===== src/rtl/ruc_pkg.sv =====
package ruc_pkg;

    localparam int MAX_RECTS  = 64;
    localparam int COORD_BITS = 13;
    localparam int CNT_W      = $clog2(MAX_RECTS + 1);
    localparam int IDX_W      = (MAX_RECTS > 1) ? $clog2(MAX_RECTS) : 1;
    localparam int AREA_W     = 26;
    localparam int PCT_W      = 7;
    localparam int PROD_W     = AREA_W + PCT_W;
    localparam int CFG_IDX_W  = 8;

    localparam logic [CFG_IDX_W-1:0] REG_SCREEN_WIDTH  = 8'd0;
    localparam logic [CFG_IDX_W-1:0] REG_SCREEN_HEIGHT = 8'd1;

    localparam logic [PCT_W-1:0] PCT_MAX = 7'd100;

    typedef logic [COORD_BITS-1:0] coord_t;

    typedef struct packed {
        coord_t y1;
        coord_t x1;
        coord_t y0;
        coord_t x0;
    } rect_t;

    typedef struct packed {
        logic   found;
        logic   cov;
        coord_t bound;
    } scan_res_t;

endpackage


===== src/rtl/ruc_store.sv =====
module ruc_store
    import ruc_pkg::*;
(
    input  logic             aclk,
    input  logic             we,
    input  logic [IDX_W-1:0] waddr,
    input  rect_t            wdata,
    input  logic [IDX_W-1:0] raddr,
    output rect_t            rdata
);

    rect_t mem [MAX_RECTS];

    always_ff @(posedge aclk) begin
        if (we) begin
            mem[waddr] <= wdata;
        end
        rdata <= mem[raddr];
    end

endmodule


===== src/rtl/ruc_scan.sv =====
module ruc_scan
    import ruc_pkg::*;
(
    input  logic      aclk,
    input  logic      aresetn,
    input  logic      clr,
    input  logic      en,
    input  logic      mode_y,
    input  rect_t     rect,
    input  coord_t    cur_x,
    input  coord_t    cur_y,
    output scan_res_t res
);

    scan_res_t res_reg, res_next;

    // next bound strictly above the current one, plus segment coverage
    always_comb begin
        coord_t a, b, c;
        a = mode_y ? rect.y0 : rect.x0;
        b = mode_y ? rect.y1 : rect.x1;
        c = mode_y ? cur_y : cur_x;
        res_next = res_reg;
        if (a > c && (!res_next.found || a < res_next.bound)) begin
            res_next.bound = a;
            res_next.found = 1'b1;
        end
        if (b > c && (!res_next.found || b < res_next.bound)) begin
            res_next.bound = b;
            res_next.found = 1'b1;
        end
        if (mode_y && rect.x0 <= cur_x && cur_x < rect.x1
            && rect.y0 <= cur_y && cur_y < rect.y1) begin
            res_next.cov = 1'b1;
        end
    end

    always_ff @(posedge aclk) begin
        if (!aresetn || clr) begin
            res_reg <= '0;
        end else if (en) begin
            res_reg <= res_next;
        end
    end

    assign res = res_reg;

endmodule


===== src/rtl/rectangle_union_coverage_core.sv =====
// channel | dir | handshake           | payload
// s_      | in  | s_tvalid / s_tready | s_tdata corners, s_tuser has_rect, s_tlast frame_end
// m_      | out | m_tvalid / m_tready | m_tdata area and percent, m_tuser overflow
// cfg_    | in  | cfg_valid/cfg_ready | cfg_index, cfg_data
// a plain item is taken while idle; a frame end item runs the sweep before the next is taken
// sweep: per x strip one x scan plus one y scan per y segment, each reading every stored
// rectangle through the single store read port, then a multiply and add per strip
// percent: two multiplies and a repeated-subtract divide; reset clears control only
// a result waiting on m_tready holds; loading goes on meanwhile up to the next frame end
module rectangle_union_coverage_core
    import ruc_pkg::*;
(
    input  logic                 aclk,
    input  logic                 aresetn,
    input  logic                 s_tvalid,
    output logic                 s_tready,
    input  logic [55:0]          s_tdata,   // corner_a_x, corner_a_y, corner_b_x, corner_b_y
    input  logic                 s_tuser,   // has_rect
    input  logic                 s_tlast,   // frame_end
    output logic                 m_tvalid,
    input  logic                 m_tready,
    output logic [39:0]          m_tdata,   // union_area, coverage_percent
    output logic                 m_tuser,   // overflow
    input  logic                 cfg_valid,
    output logic                 cfg_ready,
    input  logic [CFG_IDX_W-1:0] cfg_index,
    input  logic [15:0]          cfg_data
);

    localparam logic [3:0] ST_IDLE   = 4'd0;
    localparam logic [3:0] ST_XSCAN  = 4'd1;
    localparam logic [3:0] ST_XLAST  = 4'd2;
    localparam logic [3:0] ST_XDONE  = 4'd3;
    localparam logic [3:0] ST_YSCAN  = 4'd4;
    localparam logic [3:0] ST_YLAST  = 4'd5;
    localparam logic [3:0] ST_YDONE  = 4'd6;
    localparam logic [3:0] ST_STRIP  = 4'd7;
    localparam logic [3:0] ST_STRADD = 4'd8;
    localparam logic [3:0] ST_PMUL1  = 4'd9;
    localparam logic [3:0] ST_PMUL2  = 4'd10;
    localparam logic [3:0] ST_PDIV   = 4'd11;
    localparam logic [3:0] ST_FIN    = 4'd12;

    logic [3:0]       state_reg, state_next;
    coord_t           width_reg, height_reg;
    logic [CNT_W-1:0] count_reg, count_next;
    logic             drop_reg, drop_next;
    logic [IDX_W-1:0] rd_idx_reg, rd_idx_next;
    logic             vld_reg;
    coord_t           cur_x_reg, cur_x_next, cur_y_reg, cur_y_next;
    coord_t           nx_reg, nx_next, covered_reg, covered_next;
    logic [AREA_W-1:0] area_reg, area_next;
    logic [PROD_W-1:0] prod_reg, prod_next;
    logic [AREA_W-1:0] denom_reg, denom_next;
    logic [PCT_W-1:0]  pct_reg, pct_next;
    logic              out_valid_reg;
    logic [AREA_W-1:0] out_area_reg;
    logic [PCT_W-1:0]  out_pct_reg;
    logic              out_ovf_reg;

    // incoming corners, ordered then clamped with the current registers
    coord_t ax, ay, bx, by;
    rect_t  wr_rect, rd_rect;
    logic   in_acc, store_we;

    assign ax = s_tdata[12:0];
    assign ay = s_tdata[25:13];
    assign bx = s_tdata[38:26];
    assign by = s_tdata[51:39];

    function automatic coord_t clamp(input coord_t v, input coord_t lim);
        return (v > lim) ? lim : v;
    endfunction

    always_comb begin
        wr_rect.x0 = clamp((ax < bx) ? ax : bx, width_reg);
        wr_rect.x1 = clamp((ax < bx) ? bx : ax, width_reg);
        wr_rect.y0 = clamp((ay < by) ? ay : by, height_reg);
        wr_rect.y1 = clamp((ay < by) ? by : ay, height_reg);
    end

    assign s_tready = (state_reg == ST_IDLE);
    assign cfg_ready = 1'b1;
    assign in_acc   = s_tvalid && s_tready;
    assign store_we = in_acc && s_tuser && (count_reg < CNT_W'(MAX_RECTS));

    ruc_store u_store (
        .aclk  (aclk),
        .we    (store_we),
        .waddr (count_reg[IDX_W-1:0]),
        .wdata (wr_rect),
        .raddr (rd_idx_reg),
        .rdata (rd_rect)
    );

    // shared compare unit, cleared when a scan begins
    scan_res_t scan_res;
    logic      scan_clr;

    ruc_scan u_scan (
        .aclk    (aclk),
        .aresetn (aresetn),
        .clr     (scan_clr),
        .en      (vld_reg),
        .mode_y  (state_reg == ST_YSCAN || state_reg == ST_YLAST),
        .rect    (rd_rect),
        .cur_x   (cur_x_reg),
        .cur_y   (cur_y_reg),
        .res     (scan_res)
    );

    // one multiplier, operands chosen by the sequencer
    logic [AREA_W-1:0]       mul_a;
    logic [COORD_BITS-1:0]   mul_b;
    logic [AREA_W+COORD_BITS-1:0] mul_p;

    always_comb begin
        case (state_reg)
            ST_STRIP: begin
                mul_a = AREA_W'(covered_reg);
                mul_b = nx_reg - cur_x_reg;
            end
            ST_PMUL1: begin
                mul_a = AREA_W'(width_reg);
                mul_b = height_reg;
            end
            default: begin
                mul_a = area_reg;
                mul_b = COORD_BITS'(PCT_MAX);
            end
        endcase
        mul_p = mul_a * mul_b;
    end

    logic [CNT_W-1:0] last_idx;
    assign last_idx = count_reg - CNT_W'(1);

    always_comb begin
        state_next   = state_reg;
        count_next   = count_reg;
        drop_next    = drop_reg;
        rd_idx_next  = rd_idx_reg;
        cur_x_next   = cur_x_reg;
        cur_y_next   = cur_y_reg;
        nx_next      = nx_reg;
        covered_next = covered_reg;
        area_next    = area_reg;
        prod_next    = prod_reg;
        denom_next   = denom_reg;
        pct_next     = pct_reg;
        scan_clr     = 1'b0;
        case (state_reg)
            ST_IDLE: begin
                if (in_acc) begin
                    if (s_tuser) begin
                        if (store_we) begin
                            count_next = count_reg + CNT_W'(1);
                        end else begin
                            drop_next = 1'b1;
                        end
                    end
                    if (s_tlast) begin
                        area_next  = '0;
                        cur_x_next = '0;
                        rd_idx_next = '0;
                        scan_clr   = 1'b1;
                        state_next = (count_next == '0) ? ST_PMUL1 : ST_XSCAN;
                    end
                end
            end
            ST_XSCAN, ST_YSCAN: begin
                if (rd_idx_reg == last_idx[IDX_W-1:0]) begin
                    state_next = (state_reg == ST_XSCAN) ? ST_XLAST : ST_YLAST;
                end else begin
                    rd_idx_next = rd_idx_reg + IDX_W'(1);
                end
            end
            ST_XLAST: state_next = ST_XDONE;
            ST_YLAST: state_next = ST_YDONE;
            ST_XDONE: begin
                rd_idx_next = '0;
                if (!scan_res.found) begin
                    state_next = ST_PMUL1;
                end else begin
                    nx_next      = scan_res.bound;
                    cur_y_next   = '0;
                    covered_next = '0;
                    scan_clr     = 1'b1;
                    state_next   = ST_YSCAN;
                end
            end
            ST_YDONE: begin
                rd_idx_next = '0;
                if (scan_res.found) begin
                    if (scan_res.cov) begin
                        covered_next = covered_reg + (scan_res.bound - cur_y_reg);
                    end
                    cur_y_next = scan_res.bound;
                    scan_clr   = 1'b1;
                    state_next = ST_YSCAN;
                end else begin
                    state_next = ST_STRIP;
                end
            end
            ST_STRIP: begin
                prod_next  = PROD_W'(mul_p);
                state_next = ST_STRADD;
            end
            ST_STRADD: begin
                area_next  = area_reg + prod_reg[AREA_W-1:0];
                cur_x_next = nx_reg;
                rd_idx_next = '0;
                scan_clr   = 1'b1;
                state_next = ST_XSCAN;
            end
            ST_PMUL1: begin
                prod_next  = PROD_W'(mul_p);
                state_next = ST_PMUL2;
            end
            ST_PMUL2: begin
                denom_next = prod_reg[AREA_W-1:0];
                prod_next  = PROD_W'(mul_p);
                pct_next   = '0;
                state_next = ST_PDIV;
            end
            ST_PDIV: begin
                // repeated subtraction, saturating at a full screen
                if (denom_reg == '0 || count_reg == '0 || pct_reg == PCT_MAX
                    || prod_reg < PROD_W'(denom_reg)) begin
                    state_next = ST_FIN;
                end else begin
                    prod_next = prod_reg - PROD_W'(denom_reg);
                    pct_next  = pct_reg + PCT_W'(1);
                end
            end
            ST_FIN: begin
                if (!out_valid_reg || m_tready) begin
                    count_next = '0;
                    drop_next  = 1'b0;
                    state_next = ST_IDLE;
                end
            end
            default: state_next = ST_IDLE;
        endcase
    end

    always_ff @(posedge aclk) begin
        if (!aresetn) begin
            state_reg     <= ST_IDLE;
            count_reg     <= '0;
            drop_reg      <= 1'b0;
            vld_reg       <= 1'b0;
            rd_idx_reg    <= '0;
            width_reg     <= 13'd1920;
            height_reg    <= 13'd1080;
            out_valid_reg <= 1'b0;
        end else begin
            state_reg  <= state_next;
            count_reg  <= count_next;
            drop_reg   <= drop_next;
            rd_idx_reg <= rd_idx_next;
            vld_reg    <= (state_reg == ST_XSCAN) || (state_reg == ST_YSCAN);
            if (cfg_valid && cfg_ready) begin
                if (cfg_index == REG_SCREEN_WIDTH) begin
                    width_reg <= cfg_data[COORD_BITS-1:0];
                end else if (cfg_index == REG_SCREEN_HEIGHT) begin
                    height_reg <= cfg_data[COORD_BITS-1:0];
                end
            end
            if (state_reg == ST_FIN && (!out_valid_reg || m_tready)) begin
                out_valid_reg <= 1'b1;
            end else if (m_tready) begin
                out_valid_reg <= 1'b0;
            end
        end
    end

    // payload registers
    always_ff @(posedge aclk) begin
        cur_x_reg   <= cur_x_next;
        cur_y_reg   <= cur_y_next;
        nx_reg      <= nx_next;
        covered_reg <= covered_next;
        area_reg    <= area_next;
        prod_reg    <= prod_next;
        denom_reg   <= denom_next;
        pct_reg     <= pct_next;
        if (state_reg == ST_FIN && (!out_valid_reg || m_tready)) begin
            out_area_reg <= area_reg;
            out_pct_reg  <= pct_reg;
            out_ovf_reg  <= drop_reg;
        end
    end

    assign m_tvalid = out_valid_reg;
    assign m_tdata  = {7'd0, out_pct_reg, out_area_reg};
    assign m_tuser  = out_ovf_reg;

`ifndef SYNTHESIS
    a_count_range: assert property (@(posedge aclk) disable iff (!aresetn)
        count_reg <= CNT_W'(MAX_RECTS)) else $error("rect count above capacity");
    a_scan_nonempty: assert property (@(posedge aclk) disable iff (!aresetn)
        (state_reg == ST_XSCAN || state_reg == ST_YSCAN) |-> count_reg != '0)
        else $error("scan started on an empty frame");
    a_pct_range: assert property (@(posedge aclk) disable iff (!aresetn)
        m_tvalid |-> out_pct_reg <= PCT_MAX) else $error("percent above full");
    a_ready_idle: assert property (@(posedge aclk) disable iff (!aresetn)
        (state_reg == ST_PDIV) |=> !s_tready) else $error("ready during percent step");
`endif

endmodule


===== config.mk =====
export PLATFORM = sky130hd
export DESIGN_NAME = rectangle_union_coverage_core
export DESIGN_NICKNAME = d
export VERILOG_FILES = /design/src/rtl/ruc_pkg.sv /design/src/rtl/ruc_store.sv /design/src/rtl/ruc_scan.sv /design/src/rtl/rectangle_union_coverage_core.sv
export SDC_FILE = /design/constraint.sdc
export NUM_CORES = 2
export LEC_CHECK = 0
export ABC_AREA = 1
export BUFFER_PORTS_ARGS = -buffer_cell sky130_fd_sc_hd__buf_2
export CAP_MARGIN = 10
export CORE_MARGIN = 5
export CORE_UTILIZATION = 23
export DETAILED_ROUTE_END_ITERATION = 12
export PLACE_DENSITY = 0.4
export SYNTH_ARGS = -nofsm -noshare
export SYNTH_HDL_FRONTEND = slang
export SYNTH_SLANG_ARGS = --single-unit
export TNS_END_PERCENT = 30

===== constraint.sdc =====
create_clock -name aclk -period 10.5 [get_ports aclk]
set_clock_uncertainty 0.1 [all_clocks]
set_input_delay 2.1 -clock aclk [delete_from_list [all_inputs] [get_ports aclk]]
set_output_delay 2.1 -clock aclk [all_outputs]
set_load 0.02 [all_outputs]

; Yosys cells after proc, flatten, opt, wreduce, memory -nomap -nowiden
; Memory sizes are Yosys's and may differ from the RTL's. A register that Yosys moved wholly into a read port is not among the register bits.
; Cells that the tools add are included.
; W data, S select, Z words.
[word_totals]
memories = 1
ff_bits = 239
inputBits = 87
wordCells = 196
ramBits = 3328
output_inout_bits = 44
[mem_list]
columns = name, depth, word_bits, rd, rd_ports_with_merged_regs, wr, line_no
row1 = u_store.mem, 64, 52, 1, 1, 1, ruc_store.sv:12  ; rect_t mem [MAX_RECTS];
[classes]
n_mux = 67
bitwise_logic = 1
magnitude_cmp = 16
n_addsub = 9
mul = 1
n_reduce_logical = 52
eq_ne = 27
[op_table]
columns = cell, count
row1 = $mux W13, 19
row2 = $pmux W13 S2, 4
row3 = $pmux W26 S2, 2
row4 = $gt A13 B13 Y1, 6
row5 = $lt A13 B13 Y1, 6
row6 = $pmux W33 S2, 1
row7 = $mux W26, 2
row8 = $mux W7, 7
row9 = $pmux W4 S12, 1
row10 = $lt A33 B26 Y1, 1
row11 = $mul A26 B13 Y33, 1
row12 = $mux W33, 1
row13 = $sub A33 B26 Y33, 1
row14 = $mux W4, 7
row15 = $pmux W7 S2, 2
row16 = $add A26 B26 Y26, 1
row17 = $le A13 B13 Y1, 2
row18 = $logic_not A26 Y1, 1
row19 = $sub A13 B13 Y13, 2
row20 = $eq A4 B4 Y1 const B, 5
row21 = $mux W6, 3
row22 = $pmux W6 S3, 1
row23 = $eq A4 B3 Y1 const B, 4
row24 = $add A7 B1 Y7 const B, 2
row25 = other kinds (31), 91

; Depth between registers and ports, before layout
[depth]
ltp_word = 13
depth_mapped = 42
ltp_nobuf = 41

; Cells and area by module
; A second synthesis with hierarchy kept.
[hier_totals]
hier_cells = 15058
hier_area_um2 = 164677.9
[modules_own_cells]
columns = module, area_per_inst_um2, n_inst, cells_per_inst
row1 = ruc_store, 134230.0, 1, 10944
row2 = rectangle_union_coverage_core, 26679.3, 1, 3492
row3 = ruc_scan, 3768.6, 1, 622

; Worst setup path before layout
; OpenSTA, ideal clock, no wires.
[synth_path]
path_type = input -> register
start = in s_tdata[30]
end = mem u_store.mem[0][27] (netlist name) (data pin)
path_stages = 23
arrival_ns = 7.576
path_buffers = 2
path_slack_ns = 2.122
path_cell_list = inv_1 -> ha_1 -> nand2_1 -> nor2_1 -> o21ai_0 -> o211ai_1 -> nand3_1 -> a21oi_1 -> nor3b_1 -> o221ai_2 -> clkbuf_1 -> o21ai_0 -> ha_1 -> nand2_1 -> o21ai_1 -> a21oi_1 -> o21bai_1 -> a21oi_1 -> o21a_1 -> o21ai_1 -> o41ai_1 -> clkbuf_1 -> o21ai_0
[synth_lines]
columns = element, line_no
row1 = "start, declared", rectangle_union_coverage_core.sv:17  ; input logic [55:0] s_tdata,
row2 = "end, declared", ruc_store.sv:12

; Worst setup path in the final report
[layout_path]
start = reg state_reg[3]
end = reg prod_reg[25] (data pin)
[layout_between]
elab_chain_cells = 4
elab_cells_between_ends = 9
classes_between = 1 x mul / 4 x eq/ne / 3 x mux / 1 x reduce/logical
[layout_lines]
columns = element, line_no
row1 = "start, declared", rectangle_union_coverage_core.sv:44  ; logic [3:0] state_reg, state_next;
row2 = "start signal, assigned", rectangle_union_coverage_core.sv:258  ; state_reg <= state_next;
row3 = $eq A4 B4 Y1 or $eq A4 B3 Y1 (tied branches), "rectangle_union_coverage_core.sv:118, rectangle_union_coverage_core.sv:152"
row4 = $pmux W26 S2 or $pmux W13 S2 (tied branches), rectangle_union_coverage_core.sv:118  ; case (state_reg)
row5 = $mul A26 B13 Y33, rectangle_union_coverage_core.sv:132  ; mul_p = mul_a * mul_b;
row6 = $pmux W33 S2 *, rectangle_union_coverage_core.sv:152  ; case (state_reg)
row7 = via prod_next[25], rectangle_union_coverage_core.sv:53  ; logic [PROD_W-1:0] prod_reg, prod_next;
row8 = "end signal, assigned", rectangle_union_coverage_core.sv:285  ; prod_reg <= prod_next;
row9 = "end, declared", rectangle_union_coverage_core.sv:53
; The timed path passes the listed nets; every way through them passes the cells marked *.
; A chain may end at the register's enable or synchronous reset.

==> results.md <==
- Min Tclk post-route: 8.06 ns
- Die width: 838 microns
- CTS tree: done
- Setup Fix Bufs, Post-CTS: 0
- HPWL after DPL: 330000 microns
- Hold WC Path Type: flip-flop to flip-flop
- Post-synth EDFFs: 3506
- First-pass GRT wire length: 817000 microns
- Pwr Total: 48.3 mW
- CTS clock-pin slew for the worst setup and hold paths: 0.06 ns
- # rows: 304
- Overflow after GRT: 0
- Critical Path Source: state_reg[3]
- Switching Share: a little over a third
- Layout Nets: 13.6k
- Antenna Violating Nets Remaining: 0
- Most frequent cells in the layout: edfxtp_1 (3506), nor2_1 (1950), o21ai_0 (1889)
- Initial DRT Pass Iterations: 6
- Worst stage delay on the critical path: 0.62 ns
- DR iter-0 viols: 10.2k
- RSZ-0062 raised after global routing: false
- Final hold violations: 0
- H-tree depth: 5
- Setup crit start kind: flip-flop
- Ranking of synthesized cells by area: edfxtp_1 (67%), o21ai_0 (6.1%), nor2_1 (4.8%), fa_1 (3.4%), ha_1 (2.5%)
- Max-slew headroom: 18.8%
- Clock Tree Buf Depth: 4
- Worst setup path class: flip-flop to flip-flop
- Initial antenna violation count: 47
- Arrival @ worst endpoint: 8.72 ns
- Maximum VDD drop: approximately 0.00049 V
- Most common cell after layout, fill and taps aside: edfxtp_1
- Power Density: 262 nW/um^2
- Fmax: 0.124 GHz
- Power share of the combinational group: 33.7%
- Vias per cell: 4.75
- Yosys reg bits: 3619
- PostCTS Resize Cnt: 0
- Status: finished, final reports clean
- Inserted Clock Buffers: 410
- Net Switching: between 15 and 20 mW
- Seq pwr share: 36.6%
- Hold slack: 0.373 ns
- Total GRT Usage: 16.1%
- Share of async-settable or async-resettable flops after synthesis: 0%
- Internal Power: 30.8 mW
- Pleak: between 60 and 70 nW
- Hold_buf cts: 0
- Largest net degree at the start of global routing: 172
- Mapped Avg Cell Area: 12.3 sq um
- Ys Warns: 0
- Reg2Reg Depth: 26
- Register area share after synthesis: 68.2%
- FF-to-FF End: prod_reg[25]
- I/O pins: 131
- Number of global-route vias before repair: 103k
- Share of post-route cells with drive strength above 1: between 8 and 9%
- Final Wtd Congestion: 0.827
- Reg-to-Reg Start: state_reg[3]
- Critical-path top delay cell: a21oi_1
- Actual slew at the worst max-slew pin: 1.22 ns
- Crit end category: flip-flop
- Setup crit end: prod_reg[25]
- Area grow syn2layout: 16.8%
- Total die area: 702000 sq um
- Routed wire length: roughly 600000 microns
- Worst Min Path Start: u_scan.res[11]
- Core area: 684000 sq um
- Period utilization: 76.8%
- Root buffer cell: clkbuf_16
- Yosys top cell by area: edfxtp_1
- R2R setup slack: 2.44 ns
- Wire per inst: 26.3 microns
- Max-slew violations: 0
- Post-synth top area share: 66.8%
- Max FFs per register: 3328
- Clock Latency Late Sink: 1.02 ns
- Ys flop type: edfxtp_1
- Post-Syn Area: between 150000 and 200000 sq um
- Worst-path maximum fanout: 22
- MaxCap Viol Count: 0
- Mapped Cells: 12.8k
- Initial Util: between 20% and 30%
- Die height: 838 microns
- Setup tns final: 0 ns
- DR vias: 106k
- Clock share of power: 29.7%
- IO buf count: roughly 120
- Netlist cell types: 64
- DRC: 0
- Critical Path RT: about 11 ns
- Final Setup Violations: 0
- Clock sinks: around 3.6k
metal layers:
| layer | wire (microns) | part of all wire (%) | global-route usage [%] |
|---|---|---|---|
| met5 | 40 | 0.0068 | 0 |
| met4 | 14200 | 2.4 | 3.72 |
| met3 | 35000 | 6.0 | 2.31 |
| met2 | 275000 | 47 | 26.5 |
| met1 | 265000 | 45 | 22.4 |
Yosys cell counts, types with 8 or more instances:
library cell,instances
nand3_1,302
inv_2,9
nor4_1,19
o21ai_1,25
nand2_1,883
nor3_1,27
inv_1,745
o211ai_1,106
ha_1,319
edfxtp_1,3506
a211oi_1,17
dfxtp_1,113
clkinv_1,12
buf_4,10
nand4_1,96
o21a_1,22
o21ai_0,1937
a32o_1,52
xnor2_1,20
clkbuf_1,613
xor2_1,18
buf_2,114
a21o_1,8
buf_1,52
o221ai_1,325
nor2_1,2016
a21oi_1,471
mux2_2,12
fa_1,266
a31oi_1,69
o22ai_1,531
cell families (layout without fill, tap and decap cells):
logic type,count (synthesis),count (layout),synth area share [%]
AO/OA/AOI/OAI,3599,3599,13.2
XOR/XNOR,38,38,0.211
adder cells (fa/ha/maj),585,585,5.91
buffers and inverters,1556,1963,3.82
flip-flops,3619,3619,68.2
multiplexers,12,12,0.0857
other,2,151,0.00476
AND/OR/NAND/NOR,3379,3379,8.58
worst max-delay path, delay by kind of cell (launching register included):
| family | cells | cell delay [ns] |
|---|---|---|
| buf+inv | 7 | 1.61 |
| compound gates | 7 | 1.82 |
| fa+ha+maj | 6 | 2.81 |
| simple gates | 6 | 1.16 |
| flops | 1 | 0.33 |
power by group through the flow:
| stage | Combinational, mW | Sequential (mW) | Clock [mW] |
|---|---|---|---|
| after floorplan | 11.6 | 17.7 | 0 |
| after global placement | 16.6 | 18.0 | 0 |
| after detailed placement | 16.3 | 18.0 | 0 |
| after CTS | 16.4 | 17.7 | 14.7 |
| after global routing | 18.7 | 17.7 | 15.2 |
| final | 16.3 | 17.7 | 14.3 |
metrics by stage:
step | utilization, % | instances | cell area, sq um | setup slack (ns)
floorplan | - | 12900 | 158000 | 2.12
global placement | 25.0 | 21600 | 171000 | 2.28
detailed placement | 25.0 | 21600 | 171000 | 2.34
CTS | 26.9 | 22300 | 184000 | 2.36
global route | 26.9 | 22400 | 184000 | 1.82
finish | 26.9 | 22400 | 184000 | 2.44
worst min-delay path by stage:
stage | end | slack, ns | cells after the start
6_report | nx_reg[11] | 0.37 | 0
5_1_grt | nx_reg[11] | 0.39 | 0
3_3_place_gp | nx_reg[11] | 0.36 | 0
3_5_place_dp | nx_reg[11] | 0.36 | 0
4_1_cts | nx_reg[11] | 0.37 | 0
2_1_floorplan | m_tuser | 0.31 | 0
layout make-up:
cell class / count / area [sq um]
Fill cell: 70800 / 500000
Sequential cell: 3619 / 108000
Multi-Input combinational cell: 7730 / 45700
Tap cell: 9027 / 11300
Clock buffer: 566 / 11200
Timing Repair Buffer: 431 / 3290
Inverter: 766 / 2920
Clock inverter: 200 / 2020
Antenna cell: 34 / 85.1
Power figures use the tool's default switching activity.
